<file path="src/sv/rmrm_pkg.sv">
`timescale 1ns / 1ps
// Package for the request merge run monitor: widths, request kinds,
// statistic indices and the structs passed between the modules. No dependencies.
package rmrm_pkg;

    localparam int COUNT_WIDTH  = 32;
    localparam int RUN_WIDTH    = 16;
    localparam int HIST_BUCKETS = 6;
    localparam int NUM_STATS    = 16;
    localparam int STAT_IDX_W   = $clog2(NUM_STATS);

    // Output field widths are fixed by the interface.
    localparam int VALUE_W  = 32;
    localparam int CLOSED_W = 16;

    // Width that holds any counter or run length plus a carry.
    localparam int WIDE_W = ((COUNT_WIDTH > RUN_WIDTH) ? COUNT_WIDTH : RUN_WIDTH) + 1;

    typedef logic [COUNT_WIDTH-1:0] t_count;
    typedef logic [RUN_WIDTH-1:0]   t_run;
    typedef logic [STAT_IDX_W-1:0]  t_stat_idx;

    // Request kinds; the remaining codes are ignored.
    localparam logic [2:0] KIND_TEX   = 3'd0;
    localparam logic [2:0] KIND_OTHER = 3'd1;
    localparam logic [2:0] KIND_BAR   = 3'd2;
    localparam logic [2:0] KIND_FLUSH = 3'd3;
    localparam logic [2:0] KIND_READ  = 3'd4;

    // Statistic indices.
    localparam t_stat_idx ST_TEX     = 4'd0;
    localparam t_stat_idx ST_RUNS    = 4'd1;
    localparam t_stat_idx ST_SAVED   = 4'd2;
    localparam t_stat_idx ST_LONGEST = 4'd3;
    localparam t_stat_idx ST_ORIGIN  = 4'd4;
    localparam t_stat_idx ST_OTHER   = 4'd5;
    localparam t_stat_idx ST_HIST    = 4'd6;
    localparam t_stat_idx ST_BRK_RES = 4'd12;
    localparam t_stat_idx ST_BRK_SUB = 4'd13;
    localparam t_stat_idx ST_BRK_SRC = 4'd14;
    localparam t_stat_idx ST_BRK_BAR = 4'd15;

    typedef struct packed {
        logic [2:0]  kind;
        logic [31:0] resource_handle;
        logic [31:0] subresource;
        logic        from_memory;
        logic [31:0] source_file;
        logic [63:0] source_start;
        logic [31:0] source_size;
        logic [31:0] box_left;
        logic [31:0] box_top;
        logic [31:0] box_front;
        logic [3:0]  counter_index;
    } t_req;

    typedef struct packed {
        logic [31:0] counter_value;
        logic        run_closed;
        logic [15:0] closed_length;
        logic        run_continued;
    } t_res;

    // Events of one request, from the run tracker to the statistics.
    typedef struct packed {
        logic tex;
        logic origin;
        logic other;
        logic brk_res;
        logic brk_sub;
        logic brk_src;
        logic brk_bar;
        logic close;
        t_run close_len;
    } t_run_evt;

endpackage

</file>
<file path="src/sv/rmrm_req_if.sv">
`timescale 1ns / 1ps
// Request channel: valid/ready handshake carrying one request.
// Depends on rmrm_pkg.
interface rmrm_req_if;
    logic          valid;
    logic          ready;
    rmrm_pkg::t_req data;

    modport source (output valid, output data, input ready);
    modport sink   (input valid, input data, output ready);
endinterface

</file>
<file path="src/sv/rmrm_res_if.sv">
`timescale 1ns / 1ps
// Result channel: valid/ready handshake carrying one result.
// Depends on rmrm_pkg.
interface rmrm_res_if;
    logic          valid;
    logic          ready;
    rmrm_pkg::t_res data;

    modport source (output valid, output data, input ready);
    modport sink   (input valid, input data, output ready);
endinterface

</file>
<file path="src/sv/rmrm_run_tracker.sv">
`timescale 1ns / 1ps
// Run tracker: holds the open run and decides continue, break and close
// for each request. Depends on rmrm_pkg.
module rmrm_run_tracker (
    input  logic               i_clk,
    input  logic               i_rst_n,
    input  logic               i_fire,
    input  rmrm_pkg::t_req     i_req,
    output rmrm_pkg::t_run_evt o_evt,
    output logic               o_continued
);

    rmrm_pkg::t_run r_run_len, n_run_len;
    logic [31:0]    r_last_res, n_last_res;
    logic [31:0]    r_last_sub, n_last_sub;
    logic           r_last_mem, n_last_mem;
    logic [31:0]    r_last_file, n_last_file;
    logic [63:0]    r_exp_end, n_exp_end;

    logic run_open;
    logic same_res;
    logic sub_ok;
    logic src_ok;
    logic cont;

    assign run_open = (r_run_len != '0);
    assign same_res = run_open && (i_req.resource_handle == r_last_res)
                      && (i_req.from_memory == r_last_mem);
    assign sub_ok   = (i_req.subresource == r_last_sub + 32'd1);
    assign src_ok   = (i_req.source_start == r_exp_end)
                      && (i_req.from_memory || (i_req.source_file == r_last_file));

    always_comb begin
        o_evt       = '0;
        cont        = 1'b0;
        n_run_len   = r_run_len;
        n_last_res  = r_last_res;
        n_last_sub  = r_last_sub;
        n_last_mem  = r_last_mem;
        n_last_file = r_last_file;
        n_exp_end   = r_exp_end;
        unique case (i_req.kind)
            rmrm_pkg::KIND_TEX: begin
                cont          = same_res && sub_ok && src_ok;
                o_evt.tex     = 1'b1;
                o_evt.origin  = (i_req.box_left == '0) && (i_req.box_top == '0)
                                && (i_req.box_front == '0);
                o_evt.brk_res = run_open && !same_res;
                o_evt.brk_sub = same_res && !sub_ok;
                o_evt.brk_src = same_res && sub_ok && !src_ok;
                o_evt.close   = run_open && !cont;
                n_last_res    = i_req.resource_handle;
                n_last_sub    = i_req.subresource;
                n_last_mem    = i_req.from_memory;
                if (!i_req.from_memory) begin
                    n_last_file = i_req.source_file;
                end
                n_exp_end     = i_req.source_start + 64'(i_req.source_size);
                if (!cont) begin
                    n_run_len = rmrm_pkg::RUN_WIDTH'(1);
                end else if (r_run_len != '1) begin
                    n_run_len = r_run_len + rmrm_pkg::RUN_WIDTH'(1);
                end
            end
            rmrm_pkg::KIND_OTHER, rmrm_pkg::KIND_BAR, rmrm_pkg::KIND_FLUSH: begin
                o_evt.other   = (i_req.kind == rmrm_pkg::KIND_OTHER);
                o_evt.brk_bar = (i_req.kind == rmrm_pkg::KIND_BAR)
                                && (r_run_len > rmrm_pkg::RUN_WIDTH'(1));
                o_evt.close   = run_open;
                if (run_open) begin
                    n_run_len  = '0;
                    n_last_res = '0;
                end
            end
            default: begin
                // counter read and unused codes leave the run alone
            end
        endcase
        o_evt.close_len = o_evt.close ? r_run_len : '0;
    end

    assign o_continued = cont;

    always_ff @(posedge i_clk) begin
        if (!i_rst_n) begin
            r_run_len   <= '0;
            r_last_res  <= '0;
            r_last_sub  <= '0;
            r_last_mem  <= 1'b0;
            r_last_file <= '0;
            r_exp_end   <= '0;
        end else if (i_fire) begin
            r_run_len   <= n_run_len;
            r_last_res  <= n_last_res;
            r_last_sub  <= n_last_sub;
            r_last_mem  <= n_last_mem;
            r_last_file <= n_last_file;
            r_exp_end   <= n_exp_end;
        end
    end

    a_tex_opens_run: assert property (@(posedge i_clk) disable iff (!i_rst_n)
        i_fire && i_req.kind == rmrm_pkg::KIND_TEX |=> r_run_len != '0)
        else $error("texture request left no open run");

    a_close_clears: assert property (@(posedge i_clk) disable iff (!i_rst_n)
        i_fire && (i_req.kind == rmrm_pkg::KIND_OTHER || i_req.kind == rmrm_pkg::KIND_BAR
                   || i_req.kind == rmrm_pkg::KIND_FLUSH)
        |=> r_run_len == '0 && r_last_res == '0)
        else $error("run not cleared after close");

    a_one_break: assert property (@(posedge i_clk) disable iff (!i_rst_n)
        $countones({o_evt.brk_res, o_evt.brk_sub, o_evt.brk_src, o_evt.brk_bar}) <= 1)
        else $error("more than one break cause in one request");

endmodule

</file>
<file path="src/sv/rmrm_stats.sv">
`timescale 1ns / 1ps
// Statistics: sixteen saturating counters updated from run events, with
// an index read port. Depends on rmrm_pkg.
module rmrm_stats (
    input  logic                i_clk,
    input  logic                i_rst_n,
    input  logic                i_fire,
    input  rmrm_pkg::t_run_evt  i_evt,
    input  rmrm_pkg::t_stat_idx i_rd_idx,
    output rmrm_pkg::t_count    o_rd_value
);

    localparam logic [rmrm_pkg::WIDE_W-1:0] CountMax =
        rmrm_pkg::WIDE_W'({rmrm_pkg::COUNT_WIDTH{1'b1}});

    rmrm_pkg::t_count r_stat [rmrm_pkg::NUM_STATS];
    rmrm_pkg::t_count n_stat [rmrm_pkg::NUM_STATS];

    logic [rmrm_pkg::NUM_STATS-1:0] inc;
    rmrm_pkg::t_stat_idx            hist_idx;
    logic [rmrm_pkg::WIDE_W-1:0]    saved_sum;
    logic [rmrm_pkg::WIDE_W-1:0]    len_w;

    // Buckets: 1, 2, 3-4, 5-8, 9-16, 17 and more.
    always_comb begin
        priority if (i_evt.close_len == rmrm_pkg::RUN_WIDTH'(1)) begin
            hist_idx = rmrm_pkg::ST_HIST;
        end else if (i_evt.close_len == rmrm_pkg::RUN_WIDTH'(2)) begin
            hist_idx = rmrm_pkg::ST_HIST + rmrm_pkg::STAT_IDX_W'(1);
        end else if (i_evt.close_len <= rmrm_pkg::RUN_WIDTH'(4)) begin
            hist_idx = rmrm_pkg::ST_HIST + rmrm_pkg::STAT_IDX_W'(2);
        end else if (i_evt.close_len <= rmrm_pkg::RUN_WIDTH'(8)) begin
            hist_idx = rmrm_pkg::ST_HIST + rmrm_pkg::STAT_IDX_W'(3);
        end else if (i_evt.close_len <= rmrm_pkg::RUN_WIDTH'(16)) begin
            hist_idx = rmrm_pkg::ST_HIST + rmrm_pkg::STAT_IDX_W'(4);
        end else begin
            hist_idx = rmrm_pkg::ST_HIST
                       + rmrm_pkg::STAT_IDX_W'(rmrm_pkg::HIST_BUCKETS - 1);
        end
    end

    assign len_w     = rmrm_pkg::WIDE_W'(i_evt.close_len);
    assign saved_sum = rmrm_pkg::WIDE_W'(r_stat[rmrm_pkg::ST_SAVED])
                       + len_w - rmrm_pkg::WIDE_W'(1);

    always_comb begin
        inc                        = '0;
        inc[rmrm_pkg::ST_TEX]      = i_evt.tex;
        inc[rmrm_pkg::ST_ORIGIN]   = i_evt.origin;
        inc[rmrm_pkg::ST_OTHER]    = i_evt.other;
        inc[rmrm_pkg::ST_BRK_RES]  = i_evt.brk_res;
        inc[rmrm_pkg::ST_BRK_SUB]  = i_evt.brk_sub;
        inc[rmrm_pkg::ST_BRK_SRC]  = i_evt.brk_src;
        inc[rmrm_pkg::ST_BRK_BAR]  = i_evt.brk_bar;
        inc[rmrm_pkg::ST_RUNS]     = i_evt.close;
        inc[hist_idx]              = inc[hist_idx] | i_evt.close;
    end

    always_comb begin
        for (int i = 0; i < rmrm_pkg::NUM_STATS; i++) begin
            n_stat[i] = r_stat[i];
            if (inc[i] && r_stat[i] != '1) begin
                n_stat[i] = r_stat[i] + rmrm_pkg::COUNT_WIDTH'(1);
            end
        end
        if (i_evt.close) begin
            n_stat[rmrm_pkg::ST_SAVED] = (saved_sum > CountMax)
                ? '1 : rmrm_pkg::COUNT_WIDTH'(saved_sum);
            if (len_w > rmrm_pkg::WIDE_W'(r_stat[rmrm_pkg::ST_LONGEST])) begin
                n_stat[rmrm_pkg::ST_LONGEST] = (len_w > CountMax)
                    ? '1 : rmrm_pkg::COUNT_WIDTH'(len_w);
            end
        end
    end

    always_ff @(posedge i_clk) begin
        if (!i_rst_n) begin
            for (int i = 0; i < rmrm_pkg::NUM_STATS; i++) begin
                r_stat[i] <= '0;
            end
        end else if (i_fire) begin
            for (int i = 0; i < rmrm_pkg::NUM_STATS; i++) begin
                r_stat[i] <= n_stat[i];
            end
        end
    end

    assign o_rd_value = r_stat[i_rd_idx];

    a_runs_counted: assert property (@(posedge i_clk) disable iff (!i_rst_n)
        i_fire && i_evt.close && r_stat[rmrm_pkg::ST_RUNS] != '1
        |=> r_stat[rmrm_pkg::ST_RUNS] == $past(r_stat[rmrm_pkg::ST_RUNS])
            + rmrm_pkg::COUNT_WIDTH'(1))
        else $error("closed run not counted");

    a_longest_monotone: assert property (@(posedge i_clk) disable iff (!i_rst_n)
        ##1 r_stat[rmrm_pkg::ST_LONGEST] >= $past(r_stat[rmrm_pkg::ST_LONGEST]))
        else $error("longest run decreased");

    a_idle_hold: assert property (@(posedge i_clk) disable iff (!i_rst_n)
        !i_fire |=> $stable(r_stat[rmrm_pkg::ST_TEX]) && $stable(r_stat[rmrm_pkg::ST_SAVED]))
        else $error("statistics moved without a request");

endmodule

</file>
<file path="src/sv/request_merge_run_monitor_core.sv">
`timescale 1ns / 1ps
// Request merge run monitor, top level. Takes one request per cycle and
// returns one result per request; a request is registered on transfer, and
// its run decision and counter updates are made when it advances from the
// input register and are written to the result register; a new request can be
// taken every cycle while the result side keeps up. Sixteen saturating
// statistics are read by a counter-read request that reports the counts
// with every earlier request included. Depends on rmrm_pkg, the channel
// interfaces, rmrm_run_tracker and rmrm_stats.
module request_merge_run_monitor_core (
    input logic         i_clk,
    input logic         i_rst_n,
    rmrm_req_if.sink    i_req,
    rmrm_res_if.source  o_res
);

    logic             r_in_valid;
    rmrm_pkg::t_req   r_in;
    logic             r_out_valid;
    rmrm_pkg::t_res   r_out;
    rmrm_pkg::t_res   n_out;

    logic               adv;
    rmrm_pkg::t_run_evt evt;
    logic               continued;
    rmrm_pkg::t_count   rd_value;
    logic [63:0]        rd_wide;
    logic [31:0]        len_wide;

    assign adv         = r_in_valid && (!r_out_valid || o_res.ready);
    assign i_req.ready = !r_in_valid || adv;
    assign o_res.valid = r_out_valid;
    assign o_res.data  = r_out;

    rmrm_run_tracker u_tracker (
        .i_clk       (i_clk),
        .i_rst_n     (i_rst_n),
        .i_fire      (adv),
        .i_req       (r_in),
        .o_evt       (evt),
        .o_continued (continued)
    );

    rmrm_stats u_stats (
        .i_clk      (i_clk),
        .i_rst_n    (i_rst_n),
        .i_fire     (adv),
        .i_evt      (evt),
        .i_rd_idx   (r_in.counter_index),
        .o_rd_value (rd_value)
    );

    assign rd_wide  = 64'(rd_value);
    assign len_wide = 32'(evt.close_len);

    always_comb begin
        n_out               = '0;
        n_out.counter_value = (r_in.kind == rmrm_pkg::KIND_READ)
                              ? rd_wide[rmrm_pkg::VALUE_W-1:0] : '0;
        n_out.run_closed    = evt.close;
        n_out.closed_length = len_wide[rmrm_pkg::CLOSED_W-1:0];
        n_out.run_continued = continued;
    end

    always_ff @(posedge i_clk) begin
        if (!i_rst_n) begin
            r_in_valid  <= 1'b0;
            r_out_valid <= 1'b0;
        end else begin
            if (i_req.valid && i_req.ready) begin
                r_in_valid <= 1'b1;
            end else if (adv) begin
                r_in_valid <= 1'b0;
            end
            if (adv) begin
                r_out_valid <= 1'b1;
            end else if (o_res.ready) begin
                r_out_valid <= 1'b0;
            end
        end
    end

    always_ff @(posedge i_clk) begin
        if (i_req.valid && i_req.ready) begin
            r_in <= i_req.data;
        end
        if (adv) begin
            r_out <= n_out;
        end
    end

    a_close_xor_cont: assert property (@(posedge i_clk) disable iff (!i_rst_n)
        r_out_valid |-> !(r_out.run_closed && r_out.run_continued))
        else $error("result both closed and continued a run");

    a_value_on_read: assert property (@(posedge i_clk) disable iff (!i_rst_n)
        adv && r_in.kind != rmrm_pkg::KIND_READ |=> r_out.counter_value == '0)
        else $error("counter value on a non-read request");

    a_in_held: assert property (@(posedge i_clk) disable iff (!i_rst_n)
        r_in_valid && !adv |=> r_in_valid && $stable(r_in))
        else $error("stalled request lost");

endmodule
</file>
<file path="src/flat_wrapper.sv">
// flat-port wrapper written by rule: the top's interface ports become plain ports
module request_merge_run_monitor_core_flat 
  (i_clk, i_rst_n, i_req_valid, i_req_data, i_req_ready, o_res_valid, o_res_data, o_res_ready);
  rmrm_req_if i_req_i ();
  rmrm_res_if o_res_i ();
  input logic i_clk;
  input logic i_rst_n;
  input wire logic [$bits(i_req_i.valid)-1:0] i_req_valid;
  input wire logic [$bits(i_req_i.data)-1:0] i_req_data;
  output wire logic [$bits(i_req_i.ready)-1:0] i_req_ready;
  output wire logic [$bits(o_res_i.valid)-1:0] o_res_valid;
  output wire logic [$bits(o_res_i.data)-1:0] o_res_data;
  input wire logic [$bits(o_res_i.ready)-1:0] o_res_ready;
  assign i_req_i.valid = i_req_valid;
  assign i_req_i.data = i_req_data;
  assign i_req_ready = i_req_i.ready;
  assign o_res_valid = o_res_i.valid;
  assign o_res_data = o_res_i.data;
  assign o_res_i.ready = o_res_ready;
  request_merge_run_monitor_core u_core (.i_clk(i_clk), .i_rst_n(i_rst_n), .i_req(i_req_i), .o_res(o_res_i));
endmodule
</file>
<file path="config.mk">
export PLATFORM = sky130hd
export DESIGN_NAME = request_merge_run_monitor_core_flat
export DESIGN_NICKNAME = d
export VERILOG_FILES = /design/src/sv/rmrm_pkg.sv /design/src/sv/rmrm_req_if.sv /design/src/sv/rmrm_res_if.sv /design/src/sv/rmrm_run_tracker.sv /design/src/sv/rmrm_stats.sv /design/src/sv/request_merge_run_monitor_core.sv /design/src/flat_wrapper.sv
export SDC_FILE = /design/constraint.sdc
export NUM_CORES = 2
export LEC_CHECK = 0
export BUFFER_PORTS_ARGS = -buffer_cell sky130_fd_sc_hd__buf_2
export CAP_MARGIN = 0
export CORE_UTILIZATION = 45
export CTS_BUF_LIST = sky130_fd_sc_hd__clkbuf_8
export DETAILED_ROUTE_END_ITERATION = 12
export GPL_TIMING_DRIVEN = 0
export SLEW_MARGIN = 25
export SYNTH_ARGS = -nofsm -noshare
export SYNTH_HDL_FRONTEND = slang
export SYNTH_SLANG_ARGS = --single-unit
</file>
<file path="constraint.sdc">
create_clock -name i_clk -period 11.1 [get_ports i_clk]
set_input_delay 1.11 -clock i_clk [delete_from_list [all_inputs] [get_ports i_clk]]
set_output_delay 1.11 -clock i_clk [all_outputs]
set_load 0.05 [all_outputs]
</file>
==> impl_metrics.tcl <==
set metrics [dict create \
    clkTransAtPathRegs_ns 0.06 \
    vias 41600 \
    timing.hold.ws_ns 0.361 \
    async_reset_ff_share_pct 0 \
    yosysTopAreaCell "edfxtp_1" \
    cts_tree "yes" \
    clk_path_buf_depth 3 \
    r2r-start "u_core.u_tracker.r_last_sub[0]" \
    synth_nets 5348 \
    drive_gt1_share_pct 15.1 \
    finalInstanceArea_um2 63100 \
    gp_congestion 0.927 \
    portBuffers 350 \
    dp_hpwl_mm 125 \
    arrival_ns 9.67 \
    holdPathStages 1 \
    h-tree-depth 4 \
    grt_pass1_vias 40400 \
    grt-ovfl-total 0 \
    setup_viol 0 \
    p_leak_nw 22.8 \
    numCtsBuffers 182 \
    syn_inst 4920 \
    syn_area_per_cell_um2 11.2 \
    crit_start "u_core.u_tracker.r_last_sub[0]" \
    antenna_found_initial 12 \
    worstSetupPathType "reg2reg" \
    drt_iter0_markers 4373 \
    ctsResizeCount 0 \
    wl_per_cell_um 22.6 \
    ant_nets 0 \
    finalMaxSlewViolations 0 \
    yosys_warnings 0 \
    synth_top_area_share_pct 46.9 \
    final_hold_viol_count 0 \
    finalCritPeriodShare_pct 80.7 \
    area_delta_synth_final_pct 14.8 \
    critical-path-top-delay-family "compound AO/OA/AOI/OAI gates" \
    slowest_delay_ns 0.86 \
    rsz0062_at_grt "false" \
    netlist_area_um2 54900 \
    power_density_nw_per_um2 143 \
    cts_setup_buffers 0 \
    reg2regPathDepth 28 \
    seq_area_frac_synth_pct 53.4 \
    vias_per_cell 5.73 \
    ys_types 81 \
    status "completed" \
    ys_top_cells_by_area "edfxtp_1 47%, xor2_1 6.7%, mux4_2 6.6%" \
    power_mw 8.99 \
    num-nets-final 5920 \
    peakVddDrop_v 0.000127 \
    synth_edf_count 858 \
    final_util_pct 52.4 \
    path_max_fanout 10 \
    timing.rr.end "u_core.u_stats.r_stat[2][31]" \
    placed_cell_area_um2 59500 \
    firstDrtPassIters 6 \
    tightest_slew_ns 1.11 \
    die_w_um 351 \
    grt.total_usage_pct 26.4 \
    start_util_pct 45.6 \
    holdPathEnd "u_core.r_in[195]" \
    post-route-min-period_ns 8.96 \
    grt_pass1_wl_mm 245 \
    rows 127 \
    slowest_stage "o41ai_1" \
    hold_buffers 0 \
    die_area_um2 123000 \
    crit_buf_inv 5 \
    critPathCaptureType "register" \
    crit_path_start_kind "register" \
    drc 0 \
    required_ns 11.81 \
    clock_latency_ns 0.92 \
    cp_num_cells 28 \
    timing.fmax_mhz 112 \
    root_buffer "clkbuf_8" \
    clock-sinks 1037 \
    fillerInstances 10900 \
    cap_violations 0 \
    grt_start_max_net_pins 59 \
    io_pins 352 \
    ys_ff_latch 1037 \
    hp-class "in2reg" \
    wirelength_mm 164 \
    setup-tns-final_ns 0 \
    die_height_um 351 \
    slew_headroom_pct 25.9 \
    fin_skew_ns 0.0560 \
    core_um2 120000 \
    ys.flop_type "edfxtp_1" \
    hp-start "i_req_data[195]" \
    r2r_slack_ns 2.14 \
]
kinds of logic after synthesis:
group	Yosys count	synth area share (%)
multiplexers	177	6.87
AO/OA/AOI/OAI	659	7.22
buffers and inverters	355	2.50
flip-flops	1037	53.4
XOR/XNOR	635	10.1
AND/OR/NAND/NOR	1928	16.9
adder cells (fa/ha/maj)	129	2.96
flip-flops by register name, indices dropped and copies added, names as in the netlist:
name,cells
u_core.u_tracker.r_last_sub,32
u_core.u_tracker.r_exp_end,64
u_core.o_res.data,50
u_core.u_tracker.r_run_len,16
u_core.o_res.valid,1
u_core.u_stats.r_stat,512
u_core.r_in_valid,1
u_core.u_tracker.r_last_mem,1
u_core.u_tracker.r_last_res,32
u_core.u_tracker.r_last_file,32
u_core.r_in,296
area by class of cell:
| class | instances | area, um^2 | share of cell area (%) |
|---|---|---|---|
| Antenna cell | 10 | 25.0 | 0.0397 |
| Buffer | 210 | 842 | 1.34 |
| Clock buffer | 198 | 2730 | 4.32 |
| Clock inverter | 139 | 820 | 1.30 |
| Inverter | 145 | 544 | 0.863 |
| Multi-Input combinational cell | 3528 | 24400 | 38.6 |
| Sequential cell | 1037 | 29300 | 46.5 |
| Tap cell | 1612 | 2020 | 3.20 |
| Timing Repair Buffer | 388 | 2390 | 3.78 |
power by group:
| part | switching, mW | internal, mW |
|---|---|---|
| clock network | 1.68 | 1.80 |
| logic | 0.540 | 0.368 |
| registers | 0.184 | 4.42 |
| total | 2.41 | 6.58 |
Yosys cell counts (all sizes together) (8+ instances only):
cell type,n
edfxtp,858
nand2,520
nor2,504
xor2,418
a21oi,287
nand3,261
xnor2,216
dfxtp,179
clkbuf,171
o21ai,169
mux4,160
and3,156
inv,143
ha,126
nand4,110
nor4,75
or3,68
nor3,51
nor2b,48
and2,41
buf,39
a21o,34
and4,29
a221oi,21
a31oi,21
o21bai,20
mux2i,17
nand2b,16
nor3b,16
or4,16
a211oi,13
a32o,13
o211ai,11
o31ai,11
o21a,8
routing by layer:
metal / share of wire [%] / track usage (%) / vias up
met5: 0.016 / 0 / -
met4: 4.3 / 12.2 / 4
li1: - / - / 19200
met2: 48 / 42.7 / 1691
met3: 7.1 / 4.53 / 306
met1: 41 / 34.5 / 20500
worst max path at each step:
stage / slack [ns] / endpoint
floorplan: 2.10 / u_core.r_in[0]
global placement: -0.67 / u_core.r_in[3]
detailed placement: 2.36 / u_core.u_stats.r_stat[2][31]
CTS: 2.25 / u_core.u_stats.r_stat[2][31]
global route: 1.70 / u_core.u_stats.r_stat[2][31]
finish: 2.14 / u_core.u_stats.r_stat[2][31]
stage by stage:
stage	setup WS, ns	cells
floorplan	2.10	4920
global placement	-0.667	6882
detailed placement	2.36	6919
CTS	2.25	7256
global route	1.70	7264
finish	2.14	7267
placed cells by master (no fill, tap or decap), types with 15 or more instances in the layout:
master	n
clkbuf_8	198
buf_1	22
buf_16	15
o21ai_0	159
edfxtp_1	858
nor2_1	503
mux4_2	160
and3_1	156
nor3b_1	16
or3_1	67
xor2_1	418
nor4_1	73
or4_1	16
nand2b_1	16
clkinv_2	16
a21oi_1	287
mux2i_1	17
nand4_1	108
o21bai_1	20
nor2b_1	48
a21o_1	34
buf_2	375
ha_1	126
dfxtp_1	179
nand3_1	260
inv_1	209
xnor2_1	216
a221oi_1	19
nand2_1	515
clkinv_1	38
and2_1	40
clkbuf_1	164
nor3_1	51
a31oi_1	21
and4_1	29
worst reg2reg max path: cells and delay by family, from the launching register on:
kind / cells / cell delay [ns]
AO/OA/AOI/OAI: 12 / 4.14
XOR/XNOR: 1 / 0.17
adder cells (fa/ha/maj): 4 / 1.13
buffers and inverters: 5 / 0.92
flip-flops: 1 / 0.42
AND/OR/NAND/NOR: 6 / 1.99
Power figures use the tool's default switching activity.
